==> src/design/vlc_pkg.sv <==
// Shared types, constants and letter tables for the Vigenere letter cipher.
// No dependencies; imported by the core, the key RAM user and the checker.
`default_nettype none

package vlc_pkg;

  localparam int unsigned KeyMax = 64;
  localparam int unsigned KeyAw  = (KeyMax > 1) ? $clog2(KeyMax) : 1;
  localparam int unsigned KeyCw  = $clog2(KeyMax + 1);
  localparam int unsigned CpW    = 9;
  localparam int unsigned CodeW  = 6;

  typedef logic [CpW-1:0]   cp_t;
  typedef logic [CodeW-1:0] code_t;

  typedef enum logic [1:0] {
    CMD_CLEAR   = 2'd0,
    CMD_APPEND  = 2'd1,
    CMD_RESTART = 2'd2,
    CMD_MESSAGE = 2'd3
  } cmd_e;

  typedef enum logic [2:0] {
    ST_LETTER   = 3'd0,
    ST_MSG_SKIP = 3'd1,
    ST_NO_KEY   = 3'd2,
    ST_DONE     = 3'd3,
    ST_KEY_SKIP = 3'd4,
    ST_KEY_FULL = 3'd5
  } status_e;

  // configuration register indexes
  localparam logic CfgPolish  = 1'b0;
  localparam logic CfgEncrypt = 1'b1;

  localparam code_t PolLen    = 6'd35;
  localparam code_t LatLen    = 6'd26;
  localparam code_t OtherCode = 6'd35;
  localparam cp_t   LatA      = 9'h041;

  localparam cp_t PolCp [35] = '{
    9'h041, 9'h104, 9'h042, 9'h043, 9'h106, 9'h044, 9'h045, 9'h118, 9'h046,
    9'h047, 9'h048, 9'h049, 9'h04A, 9'h04B, 9'h04C, 9'h141, 9'h04D, 9'h04E,
    9'h143, 9'h04F, 9'h0D3, 9'h050, 9'h051, 9'h052, 9'h053, 9'h15A, 9'h054,
    9'h055, 9'h056, 9'h057, 9'h058, 9'h059, 9'h05A, 9'h179, 9'h17B
  };

  localparam logic [4:0] LatBase [35] = '{
    5'd0, 5'd0, 5'd1, 5'd2, 5'd2, 5'd3, 5'd4, 5'd4, 5'd5, 5'd6, 5'd7, 5'd8,
    5'd9, 5'd10, 5'd11, 5'd11, 5'd12, 5'd13, 5'd13, 5'd14, 5'd14, 5'd15,
    5'd16, 5'd17, 5'd18, 5'd18, 5'd19, 5'd20, 5'd21, 5'd22, 5'd23, 5'd24,
    5'd25, 5'd25, 5'd25
  };

  localparam logic IsDiac [35] = '{
    1'b0, 1'b1, 1'b0, 1'b0, 1'b1, 1'b0, 1'b0, 1'b1, 1'b0, 1'b0, 1'b0, 1'b0,
    1'b0, 1'b0, 1'b0, 1'b1, 1'b0, 1'b0, 1'b1, 1'b0, 1'b1, 1'b0, 1'b0, 1'b0,
    1'b0, 1'b1, 1'b0, 1'b0, 1'b0, 1'b0, 1'b0, 1'b0, 1'b0, 1'b1, 1'b1
  };

  // Polish position of each plain letter A..Z
  localparam code_t LatPos [26] = '{
    6'd0, 6'd2, 6'd3, 6'd5, 6'd6, 6'd8, 6'd9, 6'd10, 6'd11, 6'd12, 6'd13,
    6'd14, 6'd16, 6'd17, 6'd19, 6'd21, 6'd22, 6'd23, 6'd24, 6'd26, 6'd27,
    6'd28, 6'd29, 6'd30, 6'd31, 6'd32
  };

  function automatic logic is_letter(cp_t c);
    logic r;
    r = 1'b0;
    if ((c >= 9'h041 && c <= 9'h05A) || (c >= 9'h061 && c <= 9'h07A)) r = 1'b1;
    else if (c == 9'h0AA || c == 9'h0B5 || c == 9'h0BA) r = 1'b1;
    else if (c >= 9'h0C0 && c <= 9'h0FF) r = (c != 9'h0D7) && (c != 9'h0F7);
    else if (c >= 9'h100 && c <= 9'h17F) r = 1'b1;
    return r;
  endfunction

  function automatic cp_t fold_upper(cp_t c);
    cp_t r;
    r = c;
    if (c >= 9'h061 && c <= 9'h07A) r = c - 9'h020;
    else if (c >= 9'h0E0 && c <= 9'h0FE && c != 9'h0F7) r = c - 9'h020;
    else if (c >= 9'h100 && c <= 9'h137) r = {c[8:1], 1'b0};
    else if (c >= 9'h139 && c <= 9'h148) r = c[0] ? c : c - 9'h001;
    else if (c >= 9'h14A && c <= 9'h177) r = {c[8:1], 1'b0};
    else if (c >= 9'h179 && c <= 9'h17E) r = c[0] ? c : c - 9'h001;
    else if (c == 9'h17F) r = 9'h053;
    return r;
  endfunction

  function automatic code_t letter_code(cp_t c);
    cp_t   u;
    cp_t   off;
    code_t r;
    u   = fold_upper(c);
    off = u - LatA;
    r   = OtherCode;
    if (u >= 9'h041 && u <= 9'h05A) begin
      r = LatPos[off[4:0]];
    end else begin
      case (u)
        9'h104:  r = 6'd1;
        9'h106:  r = 6'd4;
        9'h118:  r = 6'd7;
        9'h141:  r = 6'd15;
        9'h143:  r = 6'd18;
        9'h0D3:  r = 6'd20;
        9'h15A:  r = 6'd25;
        9'h179:  r = 6'd33;
        9'h17B:  r = 6'd34;
        default: r = OtherCode;
      endcase
    end
    return r;
  endfunction

endpackage

`default_nettype wire

==> src/design/vlc_ram.sv <==
// Generic single-port-write, single-port-read RAM with registered read data.
// No dependencies; holds the key letter codes for the cipher core.
`default_nettype none

module vlc_ram #(
  parameter int unsigned Width = 8,
  parameter int unsigned Depth = 64,
  localparam int unsigned Aw   = (Depth > 1) ? $clog2(Depth) : 1
) (
  input  wire logic             clk_i,
  input  wire logic             we_i,
  input  wire logic [Aw-1:0]    waddr_i,
  input  wire logic [Width-1:0] wdata_i,
  input  wire logic             re_i,
  input  wire logic [Aw-1:0]    raddr_i,
  output logic      [Width-1:0] rdata_o
);

  logic [Width-1:0] mem_q [Depth];

  always_ff @(posedge clk_i) begin
    if (we_i) begin
      mem_q[waddr_i] <= wdata_i;
    end
    if (re_i) begin
      rdata_o <= mem_q[raddr_i];
    end
  end

endmodule

`default_nettype wire

==> src/design/vigenere_letter_cipher_core.sv <==
// Top level of the Vigenere letter cipher: command decode, key bookkeeping,
// key RAM read and the modular shift. Depends on vlc_pkg and vlc_ram.
//
//   channel   direction  tdata                 tuser
//   s_axis    in         [8:0] code_point      [1:0] cmd
//   m_axis    out        [8:0] out_code        [2:0] status
//   cfg       in         cfg_index_i 0 polish_mode, 1 encrypt_mode (no handshake)
//
// One item per cycle unless m_axis stalls; an accepted item passes the s1 stage and
// the output register to m_axis. The key RAM read issued at accept is registered.
// A key append writes the RAM at accept, so the next item already reads it.
// Reset clears key count, key position and the pipeline; key RAM contents
// stay undefined until written. A stalled output holds the stage behind it.
`default_nettype none

module vigenere_letter_cipher_core
  import vlc_pkg::*;
(
  input  wire logic        clk_i,
  input  wire logic        rst_ni,
  input  wire logic        s_axis_tvalid,
  output logic             s_axis_tready,
  input  wire logic [15:0] s_axis_tdata,   // [8:0] code_point
  input  wire logic [1:0]  s_axis_tuser,   // [1:0] cmd
  output logic             m_axis_tvalid,
  input  wire logic        m_axis_tready,
  output logic      [15:0] m_axis_tdata,   // [8:0] out_code
  output logic      [2:0]  m_axis_tuser,   // [2:0] status
  input  wire logic        cfg_we_i,
  input  wire logic        cfg_index_i,
  input  wire logic        cfg_data_i
);

  logic polish_q, encrypt_q;

  logic [KeyCw-1:0] kc_q, kc_d;
  logic [KeyAw-1:0] kp_q, kp_d;

  logic    s1_valid_q;
  status_e s1_status_q, s0_status;
  code_t   s1_mcode_q;

  logic    out_valid_q;
  status_e out_status_q;
  cp_t     out_code_q;

  logic       accept, out_free;
  cmd_e       cmd;
  cp_t        cp;
  logic       letter;
  logic       ram_we, ram_re;
  logic [KeyAw-1:0] pos_eff, pos_nxt;
  logic [KeyCw-1:0] nxt_ext;
  code_t      key_code;

  code_t      m_pos, k_pos, len;
  logic [6:0] sum, idx;
  cp_t        res;

  assign out_free      = !out_valid_q || m_axis_tready;
  assign s_axis_tready = !s1_valid_q || out_free;
  assign accept        = s_axis_tvalid && s_axis_tready;

  assign cmd    = cmd_e'(s_axis_tuser);
  assign cp     = s_axis_tdata[CpW-1:0];
  assign letter = is_letter(cp);

  assign pos_eff = (KeyCw'(kp_q) >= kc_q) ? '0 : kp_q;
  assign nxt_ext = KeyCw'(pos_eff) + KeyCw'(1);
  assign pos_nxt = (nxt_ext >= kc_q) ? '0 : pos_eff + KeyAw'(1);

  always_comb begin
    kc_d      = kc_q;
    kp_d      = kp_q;
    ram_we    = 1'b0;
    ram_re    = 1'b0;
    s0_status = ST_DONE;
    case (cmd)
      CMD_CLEAR: begin
        kc_d = '0;
        kp_d = '0;
      end
      CMD_APPEND: begin
        if (!letter) begin
          s0_status = ST_KEY_SKIP;
        end else if (kc_q >= KeyCw'(KeyMax)) begin
          s0_status = ST_KEY_FULL;
        end else begin
          ram_we = accept;
          kc_d   = kc_q + KeyCw'(1);
        end
      end
      CMD_RESTART: begin
        kp_d = '0;
      end
      CMD_MESSAGE: begin
        if (!letter) begin
          s0_status = ST_MSG_SKIP;
        end else if (kc_q == '0) begin
          s0_status = ST_NO_KEY;
        end else begin
          s0_status = ST_LETTER;
          ram_re    = accept;
          kp_d      = pos_nxt;
        end
      end
      default: s0_status = ST_DONE;
    endcase
  end

  vlc_ram #(
    .Width(CodeW),
    .Depth(KeyMax)
  ) u_key_ram (
    .clk_i  (clk_i),
    .we_i   (ram_we),
    .waddr_i(kc_q[KeyAw-1:0]),
    .wdata_i(letter_code(cp)),
    .re_i   (ram_re),
    .raddr_i(pos_eff),
    .rdata_o(key_code)
  );

  // modular shift on the letter read back from the key RAM
  always_comb begin
    len = polish_q ? PolLen : LatLen;
    if (polish_q) begin
      m_pos = (s1_mcode_q < PolLen) ? s1_mcode_q : '0;
      k_pos = (key_code < PolLen) ? key_code : '0;
    end else begin
      m_pos = (s1_mcode_q < PolLen) ? CodeW'(LatBase[s1_mcode_q]) : '0;
      k_pos = (key_code < PolLen && !IsDiac[key_code]) ? CodeW'(LatBase[key_code]) : '0;
    end
    if (encrypt_q) sum = {1'b0, m_pos} + {1'b0, k_pos};
    else           sum = {1'b0, m_pos} + {1'b0, len} - {1'b0, k_pos};
    idx = (sum >= {1'b0, len}) ? sum - {1'b0, len} : sum;
    res = polish_q ? PolCp[idx[CodeW-1:0]] : LatA + CpW'(idx);
  end

  always_ff @(posedge clk_i or negedge rst_ni) begin
    if (!rst_ni) begin
      polish_q    <= 1'b0;
      encrypt_q   <= 1'b1;
      kc_q        <= '0;
      kp_q        <= '0;
      s1_valid_q  <= 1'b0;
      out_valid_q <= 1'b0;
    end else begin
      if (cfg_we_i) begin
        if (cfg_index_i == CfgPolish) polish_q  <= cfg_data_i;
        else                          encrypt_q <= cfg_data_i;
      end
      if (accept) begin
        kc_q <= kc_d;
        kp_q <= kp_d;
      end
      if (s_axis_tready) begin
        s1_valid_q <= s_axis_tvalid;
      end
      if (out_free) begin
        out_valid_q <= s1_valid_q;
      end
    end
  end

  always_ff @(posedge clk_i) begin
    if (accept) begin
      s1_status_q <= s0_status;
      s1_mcode_q  <= letter_code(cp);
    end
    if (out_free && s1_valid_q) begin
      out_status_q <= s1_status_q;
      out_code_q   <= (s1_status_q == ST_LETTER) ? res : '0;
    end
  end

  assign m_axis_tvalid = out_valid_q;
  assign m_axis_tuser  = out_status_q;
  assign m_axis_tdata  = {7'd0, out_code_q};

endmodule

`default_nettype wire

==> config.mk <==
export PLATFORM = sky130hd
export DESIGN_NAME = vigenere_letter_cipher_core
export DESIGN_NICKNAME = d
export VERILOG_FILES = /design/src/design/vlc_pkg.sv /design/src/design/vlc_ram.sv /design/src/design/vigenere_letter_cipher_core.sv
export SDC_FILE = /design/constraint.sdc
export NUM_CORES = 1
export LEC_CHECK = 0
export BUFFER_PORTS_ARGS = -buffer_cell sky130_fd_sc_hd__buf_2
export CORE_ASPECT_RATIO = 1.4
export CORE_MARGIN = 10
export CORE_UTILIZATION = 24
export CTS_CLUSTER_SIZE = 28
export DETAILED_ROUTE_END_ITERATION = 6
export HOLD_SLACK_MARGIN = 0.08
export SLEW_MARGIN = 10
export SYNTH_ARGS = -nofsm -noshare
export SYNTH_HDL_FRONTEND = slang
export SYNTH_SLANG_ARGS = --single-unit
==> constraint.sdc <==
create_clock -name clk_i -period 14.6 [get_ports clk_i]
set_input_delay 1.46 -clock clk_i [delete_from_list [all_inputs] [get_ports clk_i]]
set_output_delay 1.46 -clock clk_i [all_outputs]
set_load 0.02 [all_outputs]
==> impl_metrics.json, run 1 <==
{
  "status": "finished with violations",
  "violations": "design-rule violations",
  "timing.slew.headroom_pct": 27.2,
  "die_w_um": 274,
  "layout-drive-gt1-share_pct": 12.6,
  "ff_latch_area_um2": 12800,
  "stdcell_count": 2921,
  "synth_async_sr_flop_share_pct": 3.97,
  "hp-class": "flip-flop to flip-flop",
  "grt.total_usage_pct": 10.2,
  "yosys.area.top_type": "edfxtp_1",
  "first_pass_iters": 7,
  "drt_iter0_markers": 1130,
  "fmax_ghz": 0.130,
  "ys_seq_area_share_pct": 58.8,
  "rows": 130,
  "design_area_um2": 24500,
  "worstMarginPinSlew_ns": 1.09,
  "yosys_warnings": 0,
  "syn_area_um2": 21700,
  "post_dp_cell_area_um2": 23200,
  "ctsResizeCount": 0,
  "clockBufferDepth": 3,
  "overflow": 0,
  "skew_ns": 0.0145,
  "nNetsFinal": 1809,
  "wl_per_cell_um": 18.5,
  "maxCapViolCount": 0,
  "grt_setup_unrepaired": "no",
  "dpl.hpwl_um": 35700,
  "coreArea_um2": 89800,
  "dp_cells": 2846,
  "timing.critical_path.buf_inv": 4,
  "grt_max_degree": 86,
  "antenna_found_initial": 1,
  "setup_violations": 0,
  "root_buffer": "clkbuf_16",
  "multi_input_area_um2": 8420,
  "cp_max_fo": 10,
  "postCtsSetupBuffers": 0,
  "design.die.area_um2": 103000,
  "synthFlopType": "edfxtp_1",
  "syn_avg_cell_area_um2": 12.8,
  "grt_pass1_vias": 14321,
  "cts_hold_buffers": 0,
  "power_w": 0.00318,
  "num-fill-cells": 9160,
  "cp_slowest_stage_delay_ns": 0.74,
  "worstSetupPathType": "flip-flop to flip-flop",
  "maxSlewViolCount": 0,
  "crit_path_start_kind": "flip-flop",
  "routed_wl_um": 54100,
  "cts_sinks": 428,
  "crit_arrival_ns": 8.01,
  "pin_count": 46,
  "yosys.area.top_type_share_pct": 56.8,
  "htreeDepth": 2,
  "fin_crit_ns": 7.71,
  "cp-end-kind": "flip-flop",
  "routed_via_density": 4.86,
  "path_clk_slew_ns": 0.07,
  "synth.distinct_cells": 99,
  "globalplace.congestion": 0.889,
  "start_util_pct": 24.2,
  "via_count": 14190,
  "clock_insertion_delay_worst_skew_ns": 0.55,
  "crit_family": "compound AO/OA/AOI/OAI gates",
  "synth_edf_count": 411,
  "timing.critical_path.mode_cell": "ha_1",
  "ys_ff_latch": 428,
  "power_leakage_nw": 7.96,
  "drtAntennaViolNets": 0,
  "cp.required_ns": 14.89,
  "numCtsBuffers": 41,
  "peakVddDrop_mv": 0.0760,
  "hold_viol_final": 0,
  "slowest_stage": "mux2i_1",
  "cts_tree": "done",
  "grt_first_pass_wirelength_um": 83600,
  "fin_crit_sh_pct": 52.8,
  "synthTopCellsByArea": "edfxtp_1, mux4_2, ha_1",
  "remaining_drc_errors": 1,
  "power.density_nw_per_um2": 130,
  "syn_inst": 1703,
  "finalSetupTns_ns": 0,
  "port_buffers": 31,
  "syn2layout_area_growth_pct": 12.6,
  "fp.dieH_um": 376
}
## worst reg2reg max path: cells and delay by family, from the launching register on
family          cells  cell delay (ns)
compound gates     11             2.51
fa+ha+maj           6             1.93
mux                 3             1.40
simple gates        5             0.58
flops               1             0.53
buf+inv             4             0.50
## layer usage
metal / wire length, um / global-route usage (%) / vias to the layer above
met3: 2860 / 1.05 / 133
li1: - / - / 6545
met5: 0 / 0 / -
met4: 2380 / 4.96 / 0
met1: 20300 / 11.4 / 7013
met2: 28500 / 18.8 / 499
## cells in the final DEF (no fill, tap or decap), drive strengths merged, types with 20 or more instances in the layout
cell / n
nand3: 35
inv: 59
a211oi: 23
nand2b: 24
o22ai: 26
or3: 22
edfxtp: 411
a21oi: 153
nor2: 169
mux4: 51
o211ai: 24
buf: 48
o21ai: 74
mux2i: 73
ha: 78
a21o: 31
nor3: 20
clkbuf: 50
nand2: 72
## final cells by class
class / instances / share of cell area [%]
Sequential cell: 428 / 52.2
Timing Repair Buffer: 48 / 1.16
Tap cell: 1188 / 6.08
Antenna cell: 1 / 0.0102
Inverter: 56 / 0.859
Clock buffer: 50 / 4.33
Clock inverter: 24 / 0.910
Multi-Input combinational cell: 1126 / 34.4
## power breakdown
group	total, W	internal, W	switching, W
combinational	0.000758	0.000271	0.000486
clock	0.00103	0.000576	0.000459
sequential	0.00139	0.00137	0.0000215
total	0.00318	0.00221	0.000966
## cell families after synthesis
| logic type | count (synthesis) | share of synthesized area (%) |
|---|---|---|
| xor+xnor | 22 | 0.991 |
| flops | 428 | 58.8 |
| buf+inv | 155 | 2.90 |
| fa+ha+maj | 83 | 4.95 |
| other cells | 1 | 0.0173 |
| simple gates | 424 | 9.48 |
| mux | 130 | 8.96 |
| compound gates | 460 | 13.9 |
## registers in the layout, summed over array words and instances (netlist names)
| name | flops |
|---|---|
| out_code_q | 9 |
| m_axis_tuser | 3 |
| m_axis_tvalid | 1 |
| polish_q | 1 |
| s1_status_q | 3 |
| kc_q | 7 |
| kp_q | 6 |
| s1_valid_q | 1 |
| encrypt_q | 1 |
| s1_mcode_q | 6 |
| u_key_ram.rdata_o | 6 |
| u_key_ram.mem_q | 384 |
## cells in the mapped netlist (5+ instances only)
cell type and n:
a2111oi_0 5, a211o_1 9, a211oi_1 21, a21o_1 31, a21oi_1 149, a22o_1 5
a31oi_1 12, a32oi_1 8, and2_1 11, and3_1 11, buf_1 17, buf_2 8
buf_4 8, clkbuf_1 65, dfrtp_1 16, edfxtp_1 411, fa_1 5, ha_1 78
inv_1 54, mux2_2 5, mux2i_1 73, mux4_2 51, nand2_1 72, nand2b_1 24
nand3_1 34, nand4_1 8, nor2_1 167, nor2b_1 13, nor3_1 18, nor4_1 5
o2111ai_1 6, o211ai_1 24, o21a_1 6, o21ai_0 65, o21ai_1 8, o21bai_1 15
o22ai_1 26, o31ai_1 5, o32ai_1 8, or2_2 12, or3_1 22, xnor2_1 12
xor2_1 7
## metrics by stage
| stage | setup WS, ns | util, % | hold slack (ns) |
|---|---|---|---|
| finish | 6.89 | 27.2 | 0.474 |
| global route | 6.30 | 27.2 | 0.491 |
| CTS | 6.91 | 27.2 | 0.471 |
| detailed placement | 6.93 | 25.8 | 0.467 |
| global placement | 7.13 | 25.8 | 0.463 |
| floorplan | 6.68 | - | 0.442 |
## path summary, 6_finish.rpt
| path | from | depth (start not counted) | slack (ns) | to |
|---|---|---|---|---|
| setup reg to reg | u_key_ram.rdata_o[0] | 29 | 6.89 | out_code_q[3] |
| hold / removal | s1_status_q[2] | 0 | 0.47 | m_axis_tuser[2] |
| hold reg to reg | s1_status_q[2] | 0 | 0.47 | m_axis_tuser[2] |
| setup / recovery | u_key_ram.rdata_o[0] | 29 | 6.89 | out_code_q[3] |
| max in group asynchronous | rst_ni | 1 | 13.36 | kp_q[2] |
| min in group asynchronous | rst_ni | 1 | 0.86 | m_axis_tvalid |
Note: power is estimated with default switching activity, not from simulation.
==> inputs of run 2 (changes only) <==
--- a/config.mk
+++ b/config.mk
@@ -5,6 +5,7 @@
 export SDC_FILE = /design/constraint.sdc
 export NUM_CORES = 1
 export LEC_CHECK = 0
+export ABC_AREA = 1
 export BUFFER_PORTS_ARGS = -buffer_cell sky130_fd_sc_hd__buf_2
 export CORE_ASPECT_RATIO = 1.4
 export CORE_MARGIN = 10
==> constraint.sdc (replaced) <==
create_clock -name clk_i -period 6.6 [get_ports clk_i]
set_input_delay 0.66 -clock clk_i [delete_from_list [all_inputs] [get_ports clk_i]]
set_output_delay 0.66 -clock clk_i [all_outputs]
set_load 0.02 [all_outputs]
==> impl_metrics.json, run 2 <==
{
  "yosys.area.top_type": "edfxtp_1",
  "power_leakage_nw": 8.57,
  "hold_depth": 2,
  "overflow": 0,
  "regMostFlops": "u_key_ram.mem_q",
  "hold_viol_final": 0,
  "drtAntennaViolNets": 0,
  "timing.slew.headroom_pct": 24.2,
  "synth_common_cells": "edfxtp_1, nor2_1, nand2_1",
  "mostFrequentLayoutCell": "edfxtp_1",
  "start_util_pct": 24.1,
  "syn2layout_area_growth_pct": 12.5,
  "port_buffers": 31,
  "sw_frac_of_total_pct": 31.9,
  "ys_ff_latch": 428,
  "nNetsFinal": 2213,
  "muxShareOfSynthArea_pct": 0,
  "grt_max_degree": 169,
  "synth_compound_area_share_pct": 12.7,
  "utilization_pct": 27.1,
  "pin_count": 46,
  "syn_inst": 2102,
  "remaining_drc_errors": 0,
  "wl_per_cell_um": 16.1,
  "peakVddDrop_mv": 0.197,
  "numCtsBuffers": 40,
  "power.density_nw_per_um2": 289,
  "clockBufferDepth": 3,
  "cts_sinks": 428,
  "rows": 130,
  "antenna_found_initial": 1,
  "grt_pass1_vias": 15154,
  "coreArea_um2": 89500,
  "fp.dieH_um": 375,
  "via_count": 15306,
  "synth_fa_ha_area_share_pct": 4.98,
  "finalSetupTns_ns": 0,
  "crit_arrival_ns": 6.45,
  "largest_reg_flops": 384,
  "intPower_w": 0.00478,
  "worstMarginPinSlew_ns": 1.13,
  "cp-end-kind": "flip-flop",
  "cts_tree": "done",
  "design.die.area_um2": 103000,
  "maxCapViolCount": 0,
  "power.switching_w": 0.00224,
  "grt_first_pass_wirelength_um": 83700,
  "syn_avg_cell_area_um2": 10.3,
  "grt.total_usage_pct": 10.1,
  "setup_violations": 0,
  "top_regs": "u_key_ram.mem_q (384), out_code_q (9), kc_q (7)",
  "ys_seq_area_share_pct": 59.1,
  "layout-drive-gt1-share_pct": 9.36,
  "ff_latch_area_um2": 12800,
  "power_frac_clock_pct": 30.8,
  "synth_top_family_by_area": "simple AND/OR/NAND/NOR gates",
  "post-synth-top-count-cell": "edfxtp_1",
  "hold_start": "cfg_index_i",
  "yosys.area_share.xor_xnor_pct": 0.771,
  "routed_via_density": 4.60,
  "postCtsSetupBuffers": 0,
  "synthTopCellsByArea": "edfxtp_1, nor2_1, o21ai_0",
  "htreeDepth": 2,
  "synthFlopType": "edfxtp_1",
  "drt_iter0_markers": 1081,
  "power_frac_seq_pct": 43.9,
  "slowest_stage": "edfxtp_1",
  "r2r_end": "out_code_q[8]",
  "root_buffer": "clkbuf_16",
  "power_w": 0.00703,
  "grt_setup_unrepaired": "no",
  "yosys.area.top_type_share_pct": 57.2,
  "maxSlewViolCount": 0,
  "synthSimpleGateAreaFrac_pct": 17.3,
  "mostFrequentLayoutCells": "edfxtp_1, nor2_1, o21ai_0",
  "power_frac_comb_pct": 25.3,
  "skew_ns": 0.0261,
  "min_to": "encrypt_q",
  "crit_path_start_kind": "flip-flop",
  "whs_ns": 0.310,
  "dpl.hpwl_um": 35300,
  "synth_edf_count": 411,
  "reg2reg_setup_slack_ns": 0.55,
  "fmax_ghz": 0.165,
  "fin_ws_ns": 0.553,
  "clock_insertion_delay_worst_skew_ns": 0.57,
  "num-fill-cells": 9428,
  "globalplace.congestion": 0.869,
  "synth.distinct_cells": 58,
  "routed_wl_um": 53500,
  "worstSetupPathType": "flip-flop to flip-flop",
  "multi_input_area_um2": 7790,
  "cp_slowest_stage_delay_ns": 0.48,
  "yosys_warnings": 0,
  "path_clk_slew_ns": 0.06,
  "synth_async_sr_flop_share_pct": 3.97,
  "die_w_um": 274,
  "cp_max_fo": 19,
  "r2r_cells": 36,
  "cp.required_ns": 7.00,
  "first_pass_iters": 5,
  "syn_area_um2": 21600,
  "hp-class": "primary input to flip-flop",
  "fin_crit_sh_pct": 91.6,
  "dp_slack_ns": 0.553,
  "fin_crit_ns": 6.05,
  "status": "finished, final reports clean",
  "r2r_start": "u_key_ram.rdata_o[0]"
}
-- run 2: cell types whose count changed after synthesis, sizes merged, moves of 28 or more --
cell and change:
o21ai +186, inv +112, mux4 -51, a21oi -96
o221ai +94, mux2i -73, a21o -28, nand3 +155
nand2 +188, nor2 +199
-- run 2: cell type report --
class,count,share of cell area (%)
antenna,1,0.0103
clock buffer,51,4.33
clock inverter,22,0.675
inverter,170,2.70
multi-input combinational,1410,32.1
sequential,428,52.6
tap,1188,6.12
timing repair buffer,55,1.49
-- run 2: worst max-delay path, delay by kind of cell (launching register included) --
kind,cells,cell delay [ns]
simple gates,12,1.17
compound gates,11,1.77
flops,1,0.48
buf+inv,6,0.54
fa+ha+maj,7,1.94
-- run 2: what timing repair did --
action / CTS / global route
gates resized for setup: 0 / 3
hold endpoints to repair: 16 / 0
endpoints found under the setup margin: 0 / 9
hold buffers: 1 / 0
-- run 2: logic make-up (layout without fill, tap and decap cells) --
family | count (synthesis) | in the layout
AOI/OAI and AO/OA | 449 | 449
and+or+nand+nor | 855 | 855
xor gates and xnor gates | 16 | 16
buffers and inverters | 270 | 298
adders and majority gates | 83 | 83
other | 1 | 8
DFF | 428 | 428
-- run 2: how the worst max path moves through the flow --
| stage | cells past startpoint | from | end |
|---|---|---|---|
| after CTS | 28 | s1_mcode_q[0] | out_code_q[7] |
| after detailed placement | 28 | s1_mcode_q[0] | out_code_q[7] |
| after global routing | 31 | u_key_ram.rdata_o[0] | out_code_q[4] |
| after floorplan | 31 | s1_mcode_q[0] | out_code_q[1] |
| after global placement | 31 | s1_mcode_q[0] | out_code_q[6] |
| final | 36 | u_key_ram.rdata_o[0] | out_code_q[8] |
-- run 2: metal layers --
metal	part of all wire, %	vias to the layer above	track usage, %	wire length (um)
met1	40	7335	11.6	21400
met3	4.5	107	1.05	2390
met5	0	-	0	0
li1	-	7474	-	-
met4	3.9	0	4.61	2080
met2	52	390	18.5	27600
-- run 2: through the flow --
stage | cell area, um^2 | cells
floorplan | 21600 | 2108
global placement | 23000 | 3250
detailed placement | 23000 | 3250
CTS | 24300 | 3324
global route | 24300 | 3325
finish | 24300 | 3325
-- run 2: power by group through the flow --
stage               registers (W)  clock network, W  logic (W)
floorplan                 0.00315                 0    0.00132
global placement          0.00314                 0    0.00175
detailed placement        0.00314                 0    0.00176
CTS                       0.00308           0.00222    0.00177
global route              0.00309           0.00233    0.00201
finish                    0.00308           0.00217    0.00178
==> inputs of run 3 (changes only) <==
--- a/config.mk
+++ b/config.mk
@@ -5,11 +5,12 @@
 export SDC_FILE = /design/constraint.sdc
 export NUM_CORES = 1
 export LEC_CHECK = 0
-export ABC_AREA = 1
+export ABC_AREA = 0
 export BUFFER_PORTS_ARGS = -buffer_cell sky130_fd_sc_hd__buf_2
 export CORE_ASPECT_RATIO = 1.4
 export CORE_MARGIN = 10
 export CORE_UTILIZATION = 24
+export CTS_CLUSTER_DIAMETER = 120
 export CTS_CLUSTER_SIZE = 28
 export DETAILED_ROUTE_END_ITERATION = 6
 export HOLD_SLACK_MARGIN = 0.08
==> impl_metrics.json, run 3 (synthesis gave the netlist of run 1 again) <==
{
  "overflow": 0,
  "antenna_found_initial": 2,
  "worstMarginPinSlew_ns": 0.950,
  "pin_count": 46,
  "slowest_stage": "mux4_2",
  "wl_per_cell_um": 18.6,
  "stdcell_count": 2914,
  "nNetsFinal": 1819,
  "clockBufferDepth": 3,
  "regMostFlops": "u_key_ram.mem_q",
  "htreeDepth": 1,
  "cp_slowest_stage_delay_ns": 0.44,
  "peakVddDrop_mv": 0.157,
  "skew_ns": 0.0277,
  "maxCapViolCount": 0,
  "design_area_um2": 24300,
  "crit_path_start_kind": "flip-flop",
  "fin_ws_ns": 0.345,
  "path_clk_slew_ns": 0.11,
  "largest_reg_flops": 384,
  "via_count": 14080,
  "post_dp_cell_area_um2": 23500,
  "mostFrequentLayoutCell": "edfxtp_1",
  "layout-drive-gt1-share_pct": 13.7,
  "maxSlewViolCount": 0,
  "fin_crit_ns": 6.26,
  "fmax_ghz": 0.160,
  "dp_cells": 2872,
  "drtAntennaViolNets": 0,
  "fp.dieH_um": 376,
  "cp.required_ns": 6.98,
  "drt_iter0_markers": 1386,
  "start_util_pct": 24.2,
  "fin_crit_sh_pct": 94.8,
  "reg2reg_setup_slack_ns": 0.34,
  "setup_violations": 0,
  "cp-end-kind": "flip-flop",
  "port_buffers": 31,
  "globalplace.congestion": 0.861,
  "dp_slack_ns": 0.163,
  "clock_insertion_delay_worst_skew_ns": 0.56,
  "timing.slew.headroom_pct": 36.6,
  "routed_wl_um": 54300,
  "grt_first_pass_wirelength_um": 83900,
  "status": "finished, final reports clean",
  "grt_setup_unrepaired": "no",
  "rows": 130,
  "root_buffer": "clkbuf_16",
  "hp-class": "primary input to flip-flop",
  "mostFrequentLayoutCells": "edfxtp_1, nor2_1, a21oi_1",
  "power_w": 0.00641,
  "crit_arrival_ns": 6.63,
  "timing.critical_path.mode_cell": "ha_1",
  "power_leakage_nw": 7.82,
  "syn2layout_area_growth_pct": 12.0,
  "worstSetupPathType": "flip-flop to flip-flop",
  "numCtsBuffers": 20,
  "grt.total_usage_pct": 10.1,
  "top_regs": "u_key_ram.mem_q (384), out_code_q (9), kc_q (7)",
  "cts_sinks": 428,
  "power.density_nw_per_um2": 264,
  "remaining_drc_errors": 0,
  "cts_tree": "done",
  "first_pass_iters": 5,
  "coreArea_um2": 89800,
  "die_w_um": 274,
  "grt_max_degree": 132,
  "grt_pass1_vias": 14095,
  "design.die.area_um2": 103000,
  "cp_max_fo": 13,
  "dpl.hpwl_um": 36500,
  "hold_viol_final": 0,
  "routed_via_density": 4.83
}
-- run 3: cell types whose count changed in the layout (fill, tap and decap cells not counted), moves of 21 or more --
cell,previous run,this run
or3_1,0,22
nand2b_1,0,24
mux2i_1,0,71
a21o_1,3,30
o21ai_0,237,65
o221ai_1,98,3
a21oi_1,55,146
nand2_1,235,72
nor2_1,350,163
inv_1,146,51
mux4_2,0,51
a211oi_1,0,21
nand3_1,182,34
-- run 3: worst max-delay path: cells and delay by family (launching register included) --
| family | cells | cell delay [ns] |
|---|---|---|
| AND/OR/NAND/NOR | 6 | 1.09 |
| adder cells (fa/ha/maj) | 4 | 1.32 |
| AO/OA/AOI/OAI | 10 | 1.60 |
| buffers and inverters | 5 | 0.61 |
| flip-flops | 1 | 0.41 |
| XOR/XNOR | 1 | 0.08 |
| multiplexers | 3 | 0.95 |
-- run 3: power breakdown --
group / internal (W) / switching, W / leakage (nW)
Sequential: 0.00302 / 0.0000300 / 3.93
Clock: 0.000621 / 0.000851 / 0.300
Combinational: 0.000749 / 0.00114 / 3.60
-- run 3: layout make-up --
cell class,instances,area (um^2)
Fill cell,9224,65500
Sequential cell,428,12800
Multi-Input combinational cell,1126,8580
Tap cell,1188,1490
Timing Repair Buffer,79,627
Clock buffer,33,571
Inverter,56,210
Clock inverter,3,68.8
Antenna cell,1,2.50
-- run 3: final timing paths --
path                                       from            end  depth (start not counted)
min                               s_axis_tvalid     s1_valid_q                          2
max                        u_key_ram.rdata_o[1]  out_code_q[0]                         29
min in group asynchronous                rst_ni  m_axis_tvalid                          2
max reg2reg                u_key_ram.rdata_o[1]  out_code_q[0]                         29
max in group asynchronous                rst_ni        kp_q[2]                          2
min reg2reg                          s1_valid_q  m_axis_tvalid                          1
-- run 3: metal layers --
layer / vias to the layer above / global-route usage, % / share of wire (%)
met4: 2 / 3.38 / 2.9
met5: - / 0 / 0.020
met1: 7027 / 11.8 / 39
li1: 6551 / - / -
met2: 411 / 19.2 / 54
met3: 89 / 0.735 / 4.3
-- run 3: stage by stage --
step | utilization (%) | hold WS [ns] | setup TNS [ns]
after floorplan | - | 0.364 | -10.10
after global placement | 26.2 | 0.470 | 0
after detailed placement | 26.2 | 0.494 | 0
after CTS | 26.9 | 0.289 | 0
after global routing | 27.1 | 0.307 | 0
final | 27.1 | 0.311 | 0
-- run 3: what timing repair did --
| action | in CTS | in global routing |
|---|---|---|
| hold endpoints to repair | 16 | 0 |
| gates resized for setup | 0 | 16 |
| endpoints found under the setup margin | 0 | 9 |
| buffers inserted | 0 | 3 |
| hold buffers | 1 | 0 |
